File: config.mk
export PLATFORM = sky130hd
export DESIGN_NAME = vad_back_flat
export DESIGN_NICKNAME = d
export VERILOG_FILES = /design/src/rtl/vad_pkg.sv /design/src/rtl/vad_if.sv /design/src/rtl/vad_back.sv /design/src/flat_wrapper.sv
export SDC_FILE = /design/constraint.sdc
export NUM_CORES = 1
export LEC_CHECK = 0
export ABC_AREA = 1
export BUFFER_PORTS_ARGS = -buffer_cell sky130_fd_sc_hd__buf_2
export CAP_MARGIN = 15
export CORE_MARGIN = 2
export CORE_UTILIZATION = 35
export CTS_CLUSTER_DIAMETER = 80
export DETAILED_ROUTE_END_ITERATION = 8
export PLACE_DENSITY_LB_ADDON = 0.08
export SYNTH_ARGS = -nofsm -noshare
export SYNTH_HDL_FRONTEND = slang
export SYNTH_SLANG_ARGS = --single-unit
File: constraint.sdc
create_clock -name clk -period 5.15 [get_ports clk]
set_clock_uncertainty 0.2 [all_clocks]
set_input_delay 0.515 -clock clk [delete_from_list [all_inputs] [get_ports clk]]
set_output_delay 0.515 -clock clk [all_outputs]
set_load 0.05 [all_outputs]
File: src/rtl/vad_pkg.sv
// vad_pkg: shared types, constants and the sample rate table for the depacketizer
// depends on nothing
`timescale 1ns / 1ps
`default_nettype none
package vad_pkg;

    localparam int unsigned HEADER_BYTES = 28;
    localparam logic [19:0] DEFAULT_RATE = 20'd48000;

    typedef enum logic [1:0]
    {
        KIND_UNDECIDED = 2'd0,
        KIND_VBAN      = 2'd1,
        KIND_RAW       = 2'd2
    } kind_t;

    // read request handed from front to back
    typedef struct packed
    {
        logic        valid;
        logic [19:0] rate;
        logic [11:0] stored;
    } read_desc_t;

    // one result item
    typedef struct packed
    {
        logic [15:0] left_sample;
        logic [15:0] right_sample;
        logic        frame_valid;
        logic [19:0] stream_rate_hz;
        logic [11:0] frames_stored;
    } result_t;

    // back part status seen by the front
    typedef struct packed
    {
        logic [2:0] level;
    } back_status_t;

    localparam int unsigned QUEUE_DEPTH = 4;

    // rate index lookup, index valid only up to 20
    function automatic logic [19:0] rate_lookup(input logic [4:0] idx);
        logic [19:0] r;
        begin
            case (idx)
                5'd0:    r = 20'd6000;
                5'd1:    r = 20'd12000;
                5'd2:    r = 20'd24000;
                5'd3:    r = 20'd48000;
                5'd4:    r = 20'd96000;
                5'd5:    r = 20'd192000;
                5'd6:    r = 20'd384000;
                5'd7:    r = 20'd8000;
                5'd8:    r = 20'd16000;
                5'd9:    r = 20'd32000;
                5'd10:   r = 20'd64000;
                5'd11:   r = 20'd128000;
                5'd12:   r = 20'd256000;
                5'd13:   r = 20'd512000;
                5'd14:   r = 20'd11025;
                5'd15:   r = 20'd22050;
                5'd16:   r = 20'd44100;
                5'd17:   r = 20'd88200;
                5'd18:   r = 20'd176400;
                5'd19:   r = 20'd352800;
                5'd20:   r = 20'd705600;
                default: r = 20'd0;
            endcase
            return r;
        end
    endfunction

endpackage
`default_nettype wire

File: src/rtl/vad_if.sv
// vad item and result channel interfaces
// no dependencies
`timescale 1ns / 1ps
`default_nettype none


interface vad_result_if;
    logic        valid;
    logic        ready;
    logic [15:0] left_sample;
    logic [15:0] right_sample;
    logic        frame_valid;
    logic [19:0] stream_rate_hz;
    logic [11:0] frames_stored;
    modport source (output valid, left_sample, right_sample, frame_valid, stream_rate_hz,
                    frames_stored, input ready);
    modport sink   (input valid, left_sample, right_sample, frame_valid, stream_rate_hz,
                    frames_stored, output ready);
endinterface
`default_nettype wire

File: src/rtl/vad_back.sv
// vad_back: joins ram read data to read requests and queues result items
// depends on vad_pkg, vad_if
`timescale 1ns / 1ps
`default_nettype none
module vad_back (
    input  wire logic                 clk,
    input  wire logic                 rst_n,
    input  wire logic                 req_valid,
    input  wire vad_pkg::read_desc_t  req,
    input  wire logic [31:0]          rdata,
    output vad_pkg::back_status_t     status,
    vad_result_if.source              results
);
    import vad_pkg::*;

    localparam int QW = $clog2(QUEUE_DEPTH);

    logic              s1_valid_reg;
    read_desc_t        s1_desc_reg;
    result_t           q_reg [QUEUE_DEPTH];
    logic [QW-1:0]     wp_reg, rp_reg;
    logic [QW:0]       cnt_reg;
    result_t           entry;
    logic              pop;

    // ram read data arrives in the cycle after the request, together with the registered request
    always_comb
    begin
        entry.left_sample    = s1_desc_reg.valid ? rdata[15:0]  : '0;
        entry.right_sample   = s1_desc_reg.valid ? rdata[31:16] : '0;
        entry.frame_valid    = s1_desc_reg.valid;
        entry.stream_rate_hz = s1_desc_reg.rate;
        entry.frames_stored  = s1_desc_reg.stored;
    end

    assign pop          = results.valid && results.ready;
    // queued items plus the one still waiting for ram data
    assign status.level = cnt_reg + {{QW{1'b0}}, s1_valid_reg};

    // queue head drives the result channel
    assign results.valid          = cnt_reg != '0;
    assign results.left_sample    = q_reg[rp_reg].left_sample;
    assign results.right_sample   = q_reg[rp_reg].right_sample;
    assign results.frame_valid    = q_reg[rp_reg].frame_valid;
    assign results.stream_rate_hz = q_reg[rp_reg].stream_rate_hz;
    assign results.frames_stored  = q_reg[rp_reg].frames_stored;

    // queue payload
    always_ff @(posedge clk)
    begin
        if (req_valid)
        begin
            s1_desc_reg <= req;
        end
        if (s1_valid_reg)
        begin
            q_reg[wp_reg] <= entry;
        end
    end

    // queue control
    always_ff @(posedge clk or negedge rst_n)
    begin
        if (!rst_n)
        begin
            s1_valid_reg <= 1'b0;
            wp_reg       <= '0;
            rp_reg       <= '0;
            cnt_reg      <= '0;
        end
        else
        begin
            s1_valid_reg <= req_valid;
            if (s1_valid_reg)
            begin
                wp_reg <= wp_reg + 1'b1;
            end
            if (pop)
            begin
                rp_reg <= rp_reg + 1'b1;
            end
            cnt_reg <= cnt_reg + {{QW{1'b0}}, s1_valid_reg} - {{QW{1'b0}}, pop};
        end
    end
endmodule
`default_nettype wire

File: src/flat_wrapper.sv
// flat-port wrapper written by rule: the top's interface ports become plain ports
module vad_back_flat import vad_pkg::*;
  (clk, rst_n, req_valid, req, rdata, status, results_valid, results_left_sample, results_right_sample, results_frame_valid, results_stream_rate_hz, results_frames_stored, results_ready);
  vad_result_if results_i ();
  input  wire logic clk;
  input  wire logic rst_n;
  input  wire logic req_valid;
  input  wire vad_pkg::read_desc_t req;
  input  wire logic [31:0] rdata;
  output vad_pkg::back_status_t status;
  output wire logic [$bits(results_i.valid)-1:0] results_valid;
  output wire logic [$bits(results_i.left_sample)-1:0] results_left_sample;
  output wire logic [$bits(results_i.right_sample)-1:0] results_right_sample;
  output wire logic [$bits(results_i.frame_valid)-1:0] results_frame_valid;
  output wire logic [$bits(results_i.stream_rate_hz)-1:0] results_stream_rate_hz;
  output wire logic [$bits(results_i.frames_stored)-1:0] results_frames_stored;
  input wire logic [$bits(results_i.ready)-1:0] results_ready;
  assign results_valid = results_i.valid;
  assign results_left_sample = results_i.left_sample;
  assign results_right_sample = results_i.right_sample;
  assign results_frame_valid = results_i.frame_valid;
  assign results_stream_rate_hz = results_i.stream_rate_hz;
  assign results_frames_stored = results_i.frames_stored;
  assign results_i.ready = results_ready;
  vad_back u_core (.clk(clk), .rst_n(rst_n), .req_valid(req_valid), .req(req), .rdata(rdata), .status(status), .results(results_i));
endmodule
# Word-level counts from Yosys, hierarchy flattened
# Memory sizes are Yosys's and may differ from the RTL's.
# Index checks and enable logic that the tools add are counted.
totals:
  ram_bits: 260
  ff_bits: 41
  mem_count: 1
classes:
  n_addsub: 4
  n_mux: 4
  reduce_logical: 2
mem_list:
  columns: ["name", "words", "width", "rd", "rd_clocked_by_memory_dff", "wr", "line_no", "text"]
  rows:
  - ["u_core.q_reg", 4, 65, 1, 0, 1, "vad_back.sv:20", "result_t q_reg [QUEUE_DEPTH];"]
op_table:
  columns: ["cell", "n"]
  rows:
  - ["16-bit 2-to-1 mux", 2]
  - ["2-bit by 1-bit adder with 2-bit output (second input constant)", 2]
  - ["3-bit by 1-bit adder with 3-bit output", 1]
  - ["3-bit nonzero test", 1]
  - ["3-bit by 1-bit subtractor with 3-bit output", 1]
  - ["1-bit 2-to-1 mux", 2]
  - ["1-bit logical AND", 1]

# Depth between registers and ports, before layout
depth:
  ltp_word: 3
  ltp_mapped: 8
  mapped_depth_nobuf: 8

# Worst setup path before layout
# Ideal clock, no wire load.
synth_timing:
  path_kind: "register -> register"
  startpoint: "register u_core.wp_reg[0]"
  endpoint: "memory u_core.q_reg[2][0] (netlist name) (enable)"
  path_stages_with_launch: 5
  path_slack_ps: 2597
  t_required_ps: 4531
  setup_ps: 419
  synth_period_minus_slack_ps: 2553
  arrival_time_ps: 1934
  cell_sequence: "dfrtp_1 > inv_1 > ha_1 > nand2_1 > inv_1"
synth_lines:
  columns: ["element", "line_no", "text"]
  rows:
  - ["start: declaration", "vad_back.sv:21", "logic [QW-1:0] wp_reg, rp_reg;"]
  - ["start signal: assignment", "vad_back.sv:76", "wp_reg <= wp_reg + 1'b1;"]
  - ["end: declaration", "vad_back.sv:20", null]
# Straight into the memory's write port.

# Worst setup path after layout
layout_timing:
  startpoint: "register u_core.rp_reg[0]"
  endpoint: "output results_stream_rate_hz[6]"
layout_between:
  elab_chain_cells: 1
layout_rtl:
  columns: ["element", "line_no", "text"]
  rows:
  - ["start: declaration", "vad_back.sv:21", null]
  - ["start signal: assignment", "vad_back.sv:80", "rp_reg <= rp_reg + 1'b1;"]
  - ["memory read 4 x 65 bit", null, null]
  - ["end: declaration", "flat_wrapper.sv:15", "output wire logic [$bits(results_i.stream_rate_hz)-1:0] results_stream_rate_hz;"]
# Every way passes these cells.

==> results by group <==
STA
  – Tcrit/Tclk final: 68.7%
  – Unrepaired setup endpoints after global routing: false
  – Post-layout minimum cycle time: 3.54 ns
  – Fin. max-slew vios: 0
  – Hold slack: 0.0299 ns
  – Slew Limit Headroom: 38.0%
  – Worst-Margin Slew: 0.929 ns
  – Max Clk Rate: 0.283 GHz
  – Setup-failing EPs final: 0
  – Setup_tns: 0 ns
  – Final Hold Viols: 0

Global route
  – Initial antenna violation count: 0
  – First-pass GRT wire length: 40.2 mm
  – Total grt overflow: 0
  – Total track usage: 14.8%
  – Number of global-route vias before repair: 7043
  – Pin count of the biggest net entering global routing: 80

Detailed routing
  – Pre-Repair DR Iteration Count: 5
  – Number of vias in the routed layout: 7206
  – Antenna viol nets, final: 0
  – Via-to-Cell Ratio: 4.45
  – DRC Markers: 0
  – Routed len/inst: 15.9 um
  – WL final: 25.8 mm
  – Drt first-iter violations: 377

Synth
  – Area leader, netlist: edfxtp_1
  – Largest cells by area after synthesis: edfxtp_1 74%, nand2_1 7.7%, o21ai_0 5.2%
  – Post-synthesis sequential area ratio: 75.5%
  – Syn nets: 1057
  – Mapped Cells: 980
  – Synth top area share: 73.8%
  – Synth Warn #: 0
  – Synth Area per Inst: 12.2 um^2
  – Mapped Area: 11900 um^2
  – Yosys reg bits: 301
  – Post-synth cell types: 19

Cells and area
  – Final nets: 1224
  – # diodes: 0
  – Layout fillers: 3252
  – Commonest non-fill, non-tap cell in the layout: edfxtp_1
  – Area growth from synthesis to layout: 20.4%
  – Final Cell Area: 14400 um^2
  – Share of layout cells above drive strength 1: 17.0%
  – Most frequent cells in the layout: 293 x edfxtp_1, 244 x nand2_1, 137 x buf_2
  – Finished Layout Cells: 1619
  – Max reg flops: 260

Placed design
  – Detailed Place HPWL: 14.5 mm
  – Inst Count DP: 1528
  – PortBufs: 137
  – GPL Wtd Cong: 0.672
  – Dpl cell area: 13000 um^2

Power
  – Leakage: 5.92 nW
  – VDD IR-drop max: 0.471 mV
  – Design Power: 9.30 mW
  – Pwr Density: 648 nW/um^2

Hold path
  – Hold path cells: 1
  – HP Class: in2reg
  – Hold worst-path end: u_core.entry[32]
  – Hold path start: req[32]

Setup path
  – Max FO, Critical Path: 50
  – Crit-path cells: inv_2 -> buf_4 -> o21ai_0 -> nand2_1 -> buf_2
  – Slowest cell on crit path: inv_2
  – Worst reg2reg path endpoint: u_core.q_reg[2][4]
  – CP arrival: 2.82 ns
  – CP max stage delay: 0.72 ns
  – Critical Path RT: 4.43 ns
  – Crit start category: flip-flop
  – FF-to-FF setup slack: 2.58 ns
  – Reg2reg start: u_core.wp_reg[0]
  – Worst-case reg-to-reg path depth: 5
  – Critical path endpoint category: primary output
  – Critical path type: reg2out

Clock network
  – CTS root buffer: clkbuf_16
  – Post-CTS sizing: 0
  – H-tree depth: 2
  – Cts hold-fix bufs: 30
  – Max Root-Sink Buffers: 3
  – CTS tree: done
  – Post CTS Setup Buffer Count: 0
  – Worst-path clk slew: 0.05 ns
  – Clock sink total: 301
  – TritonCTS Buffers: 35
  – Worst-skew pair later-pin latency: 0.50 ns

Floorplan
  – DIE AREA: 35600 um^2
  – FP Rows: 67
  – Die Ht: 189 um
  – IO Pins: 138
  – Chip Width: 189 um
  – Initial Util: 35.6%
  – CORE AREA: 33500 um^2

Outcome
  – Status: finished clean

Job
  – Total of max-cap violations: 0
-- metrics by stage --
| step | utilization, % | setup slack [ns] |
|---|---|---|
| 2_1_floorplan | - | 2.60 |
| 3_3_place_gp | 38.6 | 2.06 |
| 3_5_place_dp | 38.6 | 2.03 |
| 4_1_cts | 42.8 | 1.47 |
| 5_1_grt | 42.8 | 1.36 |
| 6_report | 42.8 | 1.61 |
-- cell type report --
cell class / count / area (um^2) / share of cell area, %
clock buffers: 46 / 960 / 6.69
multi-input cells: 519 / 2200 / 15.3
flip-flops and latches: 301 / 9000 / 62.7
repair buffers: 177 / 1060 / 7.39
inverters: 113 / 432 / 3.01
well taps: 448 / 561 / 3.91
clock inverters: 15 / 143 / 0.994
-- worst max-delay path: cells and delay by family, from the launching register on --
family                 cells  cell delay (ns)
buffers and inverters      3             1.40
AO/OA/AOI/OAI              1             0.15
AND/OR/NAND/NOR            1             0.08
flip-flops                 1             0.68
-- worst max-delay path by stage --
stage / startpoint / endpoint / slack, ns / cells past startpoint
floorplan: u_core.wp_reg[0] / u_core.q_reg[2][0] / 2.60 / 4
global placement: u_core.rp_reg[0] / results_stream_rate_hz[2] / 2.06 / 5
detailed placement: u_core.rp_reg[0] / results_stream_rate_hz[6] / 2.03 / 5
CTS: u_core.rp_reg[0] / results_stream_rate_hz[6] / 1.47 / 5
global route: u_core.rp_reg[0] / results_stream_rate_hz[7] / 1.36 / 5
finish: u_core.rp_reg[0] / results_stream_rate_hz[6] / 1.61 / 5
-- metal layers --
metal  wire [um]  track usage (%)
met5           0                0
met4         427             4.09
met3        1160             2.53
met2       12300             24.5
met1       11900             20.0
-- Yosys cell counts --
master,number
buf_1,1
nor2_1,131
buf_4,7
xor2_1,1
inv_1,111
or2_2,1
o21ai_0,123
inv_2,2
buf_2,6
dfrtp_1,8
ha_1,8
o21ai_1,8
edfxtp_1,293
nand2_1,244
clkbuf_2,3
nand3_1,2
nand3b_1,1
buf_6,12
clkbuf_1,18
-- logic make-up (layout without fill, tap and decap cells) --
logic type / Yosys count / after routing / share of synthesized area (%)
fa+ha+maj: 8 / 8 / 0.840
buf+inv: 160 / 351 / 6.11
simple gates: 379 / 379 / 12.0
xor+xnor: 1 / 1 / 0.0735
flops: 301 / 301 / 75.5
compound gates: 131 / 131 / 5.50
-- power breakdown --
| part | internal, mW | switching (mW) | total (mW) | leakage (nW) |
|---|---|---|---|---|
| logic | 0.736 | 2.82 | 3.55 | 2.56 |
| clock network | 1.45 | 0.913 | 2.37 | 0.533 |
| registers | 3.21 | 0.169 | 3.37 | 2.83 |
No activity file was read; power rests on OpenSTA's default activity.
