[src/rtl/vad_pkg.sv]
// vad_pkg: shared types, constants and the sample rate table for the depacketizer
// depends on nothing
`timescale 1ns / 1ps
`default_nettype none
package vad_pkg;

    localparam int unsigned HEADER_BYTES = 28;
    localparam logic [19:0] DEFAULT_RATE = 20'd48000;

    typedef enum logic [1:0]
    {
        KIND_UNDECIDED = 2'd0,
        KIND_VBAN      = 2'd1,
        KIND_RAW       = 2'd2
    } kind_t;

    // read request handed from front to back
    typedef struct packed
    {
        logic        valid;
        logic [19:0] rate;
        logic [11:0] stored;
    } read_desc_t;

    // one result item
    typedef struct packed
    {
        logic [15:0] left_sample;
        logic [15:0] right_sample;
        logic        frame_valid;
        logic [19:0] stream_rate_hz;
        logic [11:0] frames_stored;
    } result_t;

    // back part status seen by the front
    typedef struct packed
    {
        logic [2:0] level;
    } back_status_t;

    localparam int unsigned QUEUE_DEPTH = 4;

    // rate index lookup, index valid only up to 20
    function automatic logic [19:0] rate_lookup(input logic [4:0] idx);
        logic [19:0] r;
        begin
            case (idx)
                5'd0:    r = 20'd6000;
                5'd1:    r = 20'd12000;
                5'd2:    r = 20'd24000;
                5'd3:    r = 20'd48000;
                5'd4:    r = 20'd96000;
                5'd5:    r = 20'd192000;
                5'd6:    r = 20'd384000;
                5'd7:    r = 20'd8000;
                5'd8:    r = 20'd16000;
                5'd9:    r = 20'd32000;
                5'd10:   r = 20'd64000;
                5'd11:   r = 20'd128000;
                5'd12:   r = 20'd256000;
                5'd13:   r = 20'd512000;
                5'd14:   r = 20'd11025;
                5'd15:   r = 20'd22050;
                5'd16:   r = 20'd44100;
                5'd17:   r = 20'd88200;
                5'd18:   r = 20'd176400;
                5'd19:   r = 20'd352800;
                5'd20:   r = 20'd705600;
                default: r = 20'd0;
            endcase
            return r;
        end
    endfunction

endpackage
`default_nettype wire

[src/rtl/vad_if.sv]
// vad item and result channel interfaces
// no dependencies
`timescale 1ns / 1ps
`default_nettype none
interface vad_item_if;
    logic       valid;
    logic       ready;
    logic       command;
    logic [7:0] data_byte;
    logic       last_byte;
    modport source (output valid, command, data_byte, last_byte, input ready);
    modport sink   (input valid, command, data_byte, last_byte, output ready);
endinterface

`default_nettype wire

[src/rtl/vad_front.sv]
// vad_front: accepts items, parses packet bytes, owns ring pointers, issues reads
// depends on vad_pkg, vad_if
`timescale 1ns / 1ps
`default_nettype none
module vad_front #(
    parameter int RING_FRAMES = 4096
) (
    input  wire logic                           clk,
    input  wire logic                           rst_n,
    vad_item_if.sink                            items,
    input  wire vad_pkg::back_status_t          status,
    output logic                                ram_we,
    output logic [$clog2(RING_FRAMES)-1:0]      ram_waddr,
    output logic [31:0]                         ram_wdata,
    output logic [$clog2(RING_FRAMES)-1:0]      ram_raddr,
    output logic                                req_valid,
    output vad_pkg::read_desc_t                 req
);
    import vad_pkg::*;

    localparam int AW = $clog2(RING_FRAMES);
    localparam logic [AW-1:0] LAST_IDX = AW'(RING_FRAMES - 1);
    localparam logic [AW:0]   RING_W   = (AW+1)'(RING_FRAMES);

    logic [AW-1:0] rd_ptr_reg, rd_ptr_next;
    logic [AW-1:0] cm_ptr_reg, cm_ptr_next;
    logic [AW-1:0] pd_ptr_reg, pd_ptr_next;
    logic [4:0]    cnt_reg, cnt_next;
    logic [7:0]    head_reg [3];
    logic [7:0]    head_next [3];
    kind_t         kind_reg, kind_next;
    logic [8:0]    fexp_reg, fexp_next;
    logic [8:0]    chans_reg, chans_next;
    logic [8:0]    chidx_reg, chidx_next;
    logic [7:0]    low_reg, low_next;
    logic [15:0]   held_reg, held_next;
    logic [19:0]   rate_reg, rate_next;

    logic          accept;
    logic          push;
    logic [15:0]   push_l, push_r;
    logic [15:0]   smp;
    logic [AW-1:0] pd_inc, rd_inc;
    logic [AW:0]   stored_w;
    logic [7:0]    b;

    // room for one more read counts the queue and the read in flight
    assign items.ready = status.level < 3'(QUEUE_DEPTH);
    assign accept      = items.valid && items.ready;
    assign b           = items.data_byte;
    assign smp         = {b, low_reg};
    assign pd_inc      = (pd_ptr_reg == LAST_IDX) ? '0 : pd_ptr_reg + 1'b1;

    // packet parsing
    always_comb
    begin
        cnt_next   = cnt_reg;
        head_next  = head_reg;
        kind_next  = kind_reg;
        fexp_next  = fexp_reg;
        chans_next = chans_reg;
        chidx_next = chidx_reg;
        low_next   = low_reg;
        held_next  = held_reg;
        rate_next  = rate_reg;
        cm_ptr_next = cm_ptr_reg;
        push       = 1'b0;
        push_l     = '0;
        push_r     = '0;
        if (accept && !items.command)
        begin
            unique case (kind_reg)
                KIND_UNDECIDED:
                begin
                    if (cnt_reg < 5'd3)
                    begin
                        head_next[cnt_reg[1:0]] = b;
                        cnt_next = cnt_reg + 1'b1;
                    end
                    else if (head_reg[0] == "V" && head_reg[1] == "B" &&
                             head_reg[2] == "A" && b == "N")
                    begin
                        kind_next = KIND_VBAN;
                        cnt_next  = 5'd4;
                    end
                    else
                    begin
                        kind_next = KIND_RAW;
                        rate_next = DEFAULT_RATE;
                        push      = 1'b1;
                        push_l    = {head_reg[1], head_reg[0]};
                        push_r    = {b, head_reg[2]};
                        cnt_next  = '0;
                    end
                end
                KIND_VBAN:
                begin
                    if (cnt_reg < 5'(HEADER_BYTES))
                    begin
                        if (cnt_reg == 5'd4)
                        begin
                            if (b[4:0] <= 5'd20)
                            begin
                                rate_next = rate_lookup(b[4:0]);
                            end
                        end
                        else if (cnt_reg == 5'd5)
                        begin
                            fexp_next = {1'b0, b} + 9'd1;
                        end
                        else if (cnt_reg == 5'd6)
                        begin
                            chans_next = {1'b0, b} + 9'd1;
                        end
                        cnt_next = cnt_reg + 1'b1;
                    end
                    else if (fexp_reg != '0 && chans_reg != '0)
                    begin
                        if (cnt_reg == 5'(HEADER_BYTES))
                        begin
                            low_next = b;
                            cnt_next = 5'(HEADER_BYTES + 1);
                        end
                        else
                        begin
                            cnt_next = 5'(HEADER_BYTES);
                            if (chidx_reg == 9'd0)
                            begin
                                held_next = smp;
                                if (chans_reg == 9'd1)
                                begin
                                    push   = 1'b1;
                                    push_l = smp;
                                    push_r = smp;
                                end
                            end
                            else if (chidx_reg == 9'd1)
                            begin
                                push   = 1'b1;
                                push_l = held_reg;
                                push_r = smp;
                            end
                            if (chidx_reg + 9'd1 >= chans_reg)
                            begin
                                chidx_next = '0;
                                fexp_next  = fexp_reg - 9'd1;
                            end
                            else
                            begin
                                chidx_next = chidx_reg + 9'd1;
                            end
                        end
                    end
                end
                default:
                begin
                    case (cnt_reg[1:0])
                        2'd0:    low_next  = b;
                        2'd1:    held_next = smp;
                        2'd2:    low_next  = b;
                        default:
                        begin
                            push   = 1'b1;
                            push_l = held_reg;
                            push_r = smp;
                        end
                    endcase
                    cnt_next = {3'b0, cnt_reg[1:0] + 2'd1};
                end
            endcase
        end
    end

    // ring write and pending pointer
    assign ram_we    = push && (pd_inc != rd_ptr_reg);
    assign ram_waddr = pd_ptr_reg;
    assign ram_wdata = {push_r, push_l};
    assign pd_ptr_next = ram_we ? pd_inc : pd_ptr_reg;

    // read side
    assign ram_raddr = rd_ptr_reg;
    assign rd_inc    = (rd_ptr_reg == LAST_IDX) ? '0 : rd_ptr_reg + 1'b1;
    always_comb
    begin
        rd_ptr_next = rd_ptr_reg;
        req_valid   = accept && items.command;
        req.valid   = req_valid && (rd_ptr_reg != cm_ptr_reg);
        if (req.valid)
        begin
            rd_ptr_next = rd_inc;
        end
        if (cm_ptr_reg >= rd_ptr_next)
        begin
            stored_w = {1'b0, cm_ptr_reg} - {1'b0, rd_ptr_next};
        end
        else
        begin
            stored_w = {1'b0, cm_ptr_reg} + RING_W - {1'b0, rd_ptr_next};
        end
        req.rate   = rate_reg;
        req.stored = 12'(32'(stored_w));
    end

    // state registers, packet end clears parse state
    always_ff @(posedge clk or negedge rst_n)
    begin
        if (!rst_n)
        begin
            rd_ptr_reg <= '0;
            cm_ptr_reg <= '0;
            pd_ptr_reg <= '0;
            cnt_reg    <= '0;
            head_reg   <= '{default: '0};
            kind_reg   <= KIND_UNDECIDED;
            fexp_reg   <= '0;
            chans_reg  <= '0;
            chidx_reg  <= '0;
            low_reg    <= '0;
            held_reg   <= '0;
            rate_reg   <= DEFAULT_RATE;
        end
        else
        begin
            rd_ptr_reg <= rd_ptr_next;
            pd_ptr_reg <= pd_ptr_next;
            if (accept && !items.command && items.last_byte)
            begin
                cm_ptr_reg <= pd_ptr_next;
                rate_reg   <= (kind_next == KIND_UNDECIDED) ? DEFAULT_RATE : rate_next;
                cnt_reg    <= '0;
                head_reg   <= '{default: '0};
                kind_reg   <= KIND_UNDECIDED;
                fexp_reg   <= '0;
                chans_reg  <= '0;
                chidx_reg  <= '0;
                low_reg    <= '0;
                held_reg   <= '0;
            end
            else
            begin
                cm_ptr_reg <= cm_ptr_next;
                rate_reg   <= rate_next;
                cnt_reg    <= cnt_next;
                head_reg   <= head_next;
                kind_reg   <= kind_next;
                fexp_reg   <= fexp_next;
                chans_reg  <= chans_next;
                chidx_reg  <= chidx_next;
                low_reg    <= low_next;
                held_reg   <= held_next;
            end
        end
    end
endmodule
`default_nettype wire

[src/flat_wrapper.sv]
// flat-port wrapper written by rule: the top's interface ports become plain ports
module vad_front_flat import vad_pkg::*;
#(
    parameter int RING_FRAMES = 4096
)
  (clk, rst_n, status, ram_we, ram_waddr, ram_wdata, ram_raddr, req_valid, req, items_valid, items_command, items_data_byte, items_last_byte, items_ready);
  vad_item_if items_i ();
  input  wire logic clk;
  input  wire logic rst_n;
  input  wire vad_pkg::back_status_t status;
  output logic ram_we;
  output logic [$clog2(RING_FRAMES)-1:0] ram_waddr;
  output logic [31:0] ram_wdata;
  output logic [$clog2(RING_FRAMES)-1:0] ram_raddr;
  output logic req_valid;
  output vad_pkg::read_desc_t req;
  input wire logic [$bits(items_i.valid)-1:0] items_valid;
  input wire logic [$bits(items_i.command)-1:0] items_command;
  input wire logic [$bits(items_i.data_byte)-1:0] items_data_byte;
  input wire logic [$bits(items_i.last_byte)-1:0] items_last_byte;
  output wire logic [$bits(items_i.ready)-1:0] items_ready;
  assign items_i.valid = items_valid;
  assign items_i.command = items_command;
  assign items_i.data_byte = items_data_byte;
  assign items_i.last_byte = items_last_byte;
  assign items_ready = items_i.ready;
  vad_front #(.RING_FRAMES(RING_FRAMES)) u_core (.clk(clk), .rst_n(rst_n), .items(items_i), .status(status), .ram_we(ram_we), .ram_waddr(ram_waddr), .ram_wdata(ram_wdata), .ram_raddr(ram_raddr), .req_valid(req_valid), .req(req));
endmodule
[config.mk]
export PLATFORM = sky130hd
export DESIGN_NAME = vad_front_flat
export DESIGN_NICKNAME = d
export VERILOG_FILES = /design/src/rtl/vad_pkg.sv /design/src/rtl/vad_if.sv /design/src/rtl/vad_front.sv /design/src/flat_wrapper.sv
export SDC_FILE = /design/constraint.sdc
export NUM_CORES = 1
export LEC_CHECK = 0
export ABC_AREA = 1
export CAP_MARGIN = 20
export CORE_MARGIN = 2
export CORE_UTILIZATION = 43
export CTS_CLUSTER_DIAMETER = 120
export CTS_CLUSTER_SIZE = 14
export DETAILED_ROUTE_END_ITERATION = 10
export DONT_BUFFER_PORTS = 1
export HOLD_SLACK_MARGIN = 0.15
export SLEW_MARGIN = 20
export SYNTH_ARGS = -nofsm -noshare
export SYNTH_HDL_FRONTEND = slang
export SYNTH_SLANG_ARGS = --single-unit
[constraint.sdc]
create_clock -name clk -period 3.65 [get_ports clk]
set_input_delay 0.73 -clock clk [delete_from_list [all_inputs] [get_ports clk]]
set_output_delay 0.73 -clock clk [all_outputs]
set_load 0.01 [all_outputs]
# Word-level counts from Yosys, hierarchy flattened
# Memory sizes are Yosys's and may differ from the RTL's.
# Index checks and enable logic that the tools add are counted.
# totals
inputBits,16
mem_count,1
mem_bits_ro,640
reg_bits,138
# mem_list
memory,depth,word_bits,read_ports,rd_clocked_by_memory_dff,wr,line_no,source
(no name shown),32,20,1,0,0,vad_pkg.sv:47,case (idx)
# classes
mux,104
magnitude_cmp,8
n_reduce_logical,38
n_eq_ne,31
add_sub_neg,10
bitwise_logic,1
# op_table
operator,n
2-to-1 mux 16 bit,26
2-to-1 mux 9 bit,23
2-to-1 mux 20 bit,8
2-to-1 mux 24 bit,4
one-hot mux 16 bit (2 select lines),3
2-to-1 mux 12 bit,5
2-to-1 mux 8 bit,7
one-hot mux 20 bit (2 select lines),1
adder 12 x 1 -> 12 bit (second input constant),3
equality test 8 x 7 -> 1 bit (second input constant),4
2-to-1 mux 5 bit,5
bitwise mux 24 bit,1
equality test 12 bit (second input constant),2
inequality test 12 bit,2
subtractor 12 bit,2
equality test 9 x 1 -> 1 bit (second input constant),2
nonzero test 9 bit,2
demux 8 bit (select 2 bit),1
one-hot mux 8 bit (2 select lines),1
equality test 5 x 3 -> 1 bit (second input constant),3
AND reduction 7 bit,2
nonzero test 2 bit,7
greater-or-equal comparator 12 bit,1
inequality test 3 bit (second input constant),4
37 further kinds,73

# Depth between registers and ports, before layout
# logic_depth
depth_word,11
mapped_depth,23
ltp_nobuf,22

# Worst setup path after synthesis
# OpenSTA, ideal clock, no wires.
# synth_path
path_kind,input port to output port
start,input status[2] (netlist name)
end,output req[10] (netlist name)
stages,16
path_slack_ns,-0.063
arrival_ns,2.983
path_cell_list,inv_1 > and3_1 > nand2_1 > inv_2 > nand2_1 > a21oi_1 > inv_1 > ha_1 > nand2_1 > nor3_1 > a21oi_1 > o21ai_0 > a21oi_1 > nor2_1 > nor2_1 > xnor2_1
# synth_lines
item,line_no,source
"start, declared",flat_wrapper.sv:10,input wire vad_pkg::back_status_t status;
"end, declared",flat_wrapper.sv:16,output vad_pkg::read_desc_t req;

==> metrics <==
GRT Resource Usage Total 25.5%; max incr delay on CP 440 ps; DR pass1 iterations 5; # rows 55; Synth Flop Type dfrtp_1; largest net degree at the start of global routing between 100 and 150; Unique masters post-synth 61; cells along the critical path xnor2_2 -> nand4_1 -> nor2_1 -> nand2_1 -> nand2_4 -> inv_6 -> buf_4 -> nand3_2 -> o21ai_4 -> ha_4 -> fa_2 -> buf_4 -> buf_6 -> o31ai_4 -> xor2_2; Clock Latency Late Sink 430 ps; initial DRC count 740; CP arrival 3200 ps; clock slew seen by the registers of the worst setup and hold paths 70 ps; CP required roughly 2900 ps; final worst slack -280 ps; CTS Root Cell clkbuf_16; top-area cell type share of the netlist area 33.4%; final worst path period need 3930 ps; violated checks negative hold slack, negative setup slack; Total Wirelength 30900 µm; GPL Wtd Cong 0.945; most common cell in the netlist nand2_1; Via Count 9668; vias in the first global route 9155; GRT Residual Overflow 0; Sink Count about 140; fmax 0.254 GHz; Mapped Avg Cell Area between 7 and 8 µm²; slowest stage cell, crit path dfrtp_2; Cell Area, Placed roughly 11000 µm²; Hold WS -7.69 ps; Syn Inst Count between 1000 and 1500; Net Count, Synth 1416; PnR Total Power just over 0.009 W; Nets 1501; top cells by area, synth dfrtp_1, nand2_1, o21ai_0, inv_1, ha_1; placed insts 1685; critical path type flip-flop to output port; Crit path max-delay family adder cells; design area approximately 12000 µm²; Yosys reg bits 138; first-pass GRT wire length ~49000 µm; Crit. Startpoint u_core.ram_raddr[1]$_DFF_PN0_; RSZ-0062 raised after global routing yes; WL per Instance roughly 18 µm; Worst Hold Class input port to async pin; area leader, netlist dfrtp_1; Post-synth ARST share 100%; Worst Path Buf+Inv 4; Slew @ Worst Pin 807 ps; fillers 2173; Vias/cell approximately 5.6; die width roughly 160 µm; HPWL after detailed placement 21800 µm; die height 155 µm; initial antenna violation count 0; setup_tns -1550 ps; Worst slew margin 46.2%; Worst Setup End Kind output port; Slew Viols, Final 0; LEAKAGE roughly 5.7 nW; critical path launch point type flip-flop; status complete, but fails checks; Reg-to-Reg Start u_core.chidx_reg[2]$_DFFE_PN0P_; layout cells sized above 1 20.0%; max reg flops 24; Post-Syn Area approximately 9800 µm²; remaining antenna violation count 0; Post-synth EDFFs 0; Setup Viol. Count Final 8; TritonCTS Buffers 17; Max-Cap Viols 0; antenna cell count 0; initial core utilization 43.6%; crit-path max FO 7; die area approximately 24000 µm²; synth cell count leaders nand2_1, inv_1, dfrtp_1, o21ai_0, nor2_1; CTS max path bufs 2; pwr dens 771 nW/µm²; Layout area overhead 22.5%; Core Area 22500 µm²; cell repeated most along the worst path buf_4; number of port buffers 0; H-tree lvl count 4; Max IR drop VDD 386 µV; Synth Warn # 0; I/O pins around 110; # DRC 0; period utilisation layout 108%; Worst Clk Skew 8.08 ps; count of non-filler cells in the finished layout 1737; sequential share of the synthesized area 35.3%; Final Hold Fails 17; CTS tree done
-- worst register-to-register path, cell delays in order, from the launching register on --
cell and delay, ps:
dfrtp_1 430, inv_1 70, nor3_1 350, nand3_1 180
nor3_1 210, xor2_1 160, inv_1 80, ha_1 310
nand2_1 80, o21ai_0 110, a21oi_1 130, nand4_1 140
nand2_1 100, nand2_1 80, nand2_1 420, nor2_1 100
a21oi_1 130
-- per-stage QoR --
step                hold WS, ps  util (%)  setup slack, ps
floorplan                   434         -             23.2
global placement            448      47.3             -184
detailed placement          448      47.3             -168
CTS                       -13.4      52.0             -313
global route              -26.2      53.5             -427
finish                    -7.69      53.5             -280
-- cell type report --
type	count	area (µm²)	share of cell area, %
clock inverters	13	239	1.99
clock buffers	19	443	3.68
well taps	285	357	2.96
inverters	180	686	5.70
multi-input cells	985	5930	49.3
flip-flops and latches	138	3470	28.8
repair buffers	117	908	7.55
-- cells in the final DEF (no fill, tap or decap), drive strengths merged, types with 2 or more instances in the layout --
cell / instances
a211oi: 13
a21oi: 89
a221oi: 3
a22oi: 6
a31oi: 5
and2: 12
and3: 2
buf: 117
bufinv: 6
clkbuf: 19
clkinv: 7
clkinvlp: 2
dfrtp: 131
dfstp: 7
ha: 45
inv: 178
nand2: 281
nand3: 106
nand3b: 3
nand4: 25
nor2: 126
nor3: 24
nor4: 5
o2111ai: 10
o211ai: 13
o21ai: 134
o221ai: 2
o22ai: 21
o31ai: 10
or2: 3
xnor2: 15
xor2: 24
-- routing by layer --
| metal | wire (µm) | track usage [%] |
|---|---|---|
| met1 | 13500 | 33.3 |
| met4 | 772 | 8.73 |
| met2 | 14700 | 41.9 |
| met3 | 1930 | 5.68 |
| met5 | 0 | 0 |
-- what timing repair did --
item,4_1_cts,5_1_grt
gates cloned,0,0
endpoints found under the setup margin,11,11
endpoints found under the hold margin,131,136
buffers inserted,11,12
resized for setup,60,57
pin swaps,29,34
-- where the power goes --
| group | internal [W] | switching [W] |
|---|---|---|
| Combinational | 0.00195 | 0.00266 |
| Clock | 0.00131 | 0.000734 |
| Sequential | 0.00206 | 0.000559 |
| Total | 0.00532 | 0.00395 |
-- cells by family after synthesis --
family | synth area share, %
and+or+nand+nor | 27.1
AOI/OAI and AO/OA | 18.5
buffers and inverters | 9.52
DFF | 35.3
adders and majority gates | 5.94
xor gates and xnor gates | 3.71
-- final timing paths --
check	endpoint	slack [ps]	depth (start not counted)
worst max register to register	u_core.fexp_reg[5]$_DFFE_PN0P_	480	16
worst min-delay path	u_core.fexp_reg[6]$_DFFE_PN0P_	-8	0
worst min register to register	u_core.head_reg[3]$_DFFE_PN0P_	520	2
max in group asynchronous	u_core.ram_raddr[1]$_DFF_PN0_	3340	0
worst max-delay path	req[4]	-280	15
min in group clk	u_core.chans_reg[0]$_DFFE_PN0P_	420	1
Note: power is estimated with default switching activity, not from simulation.
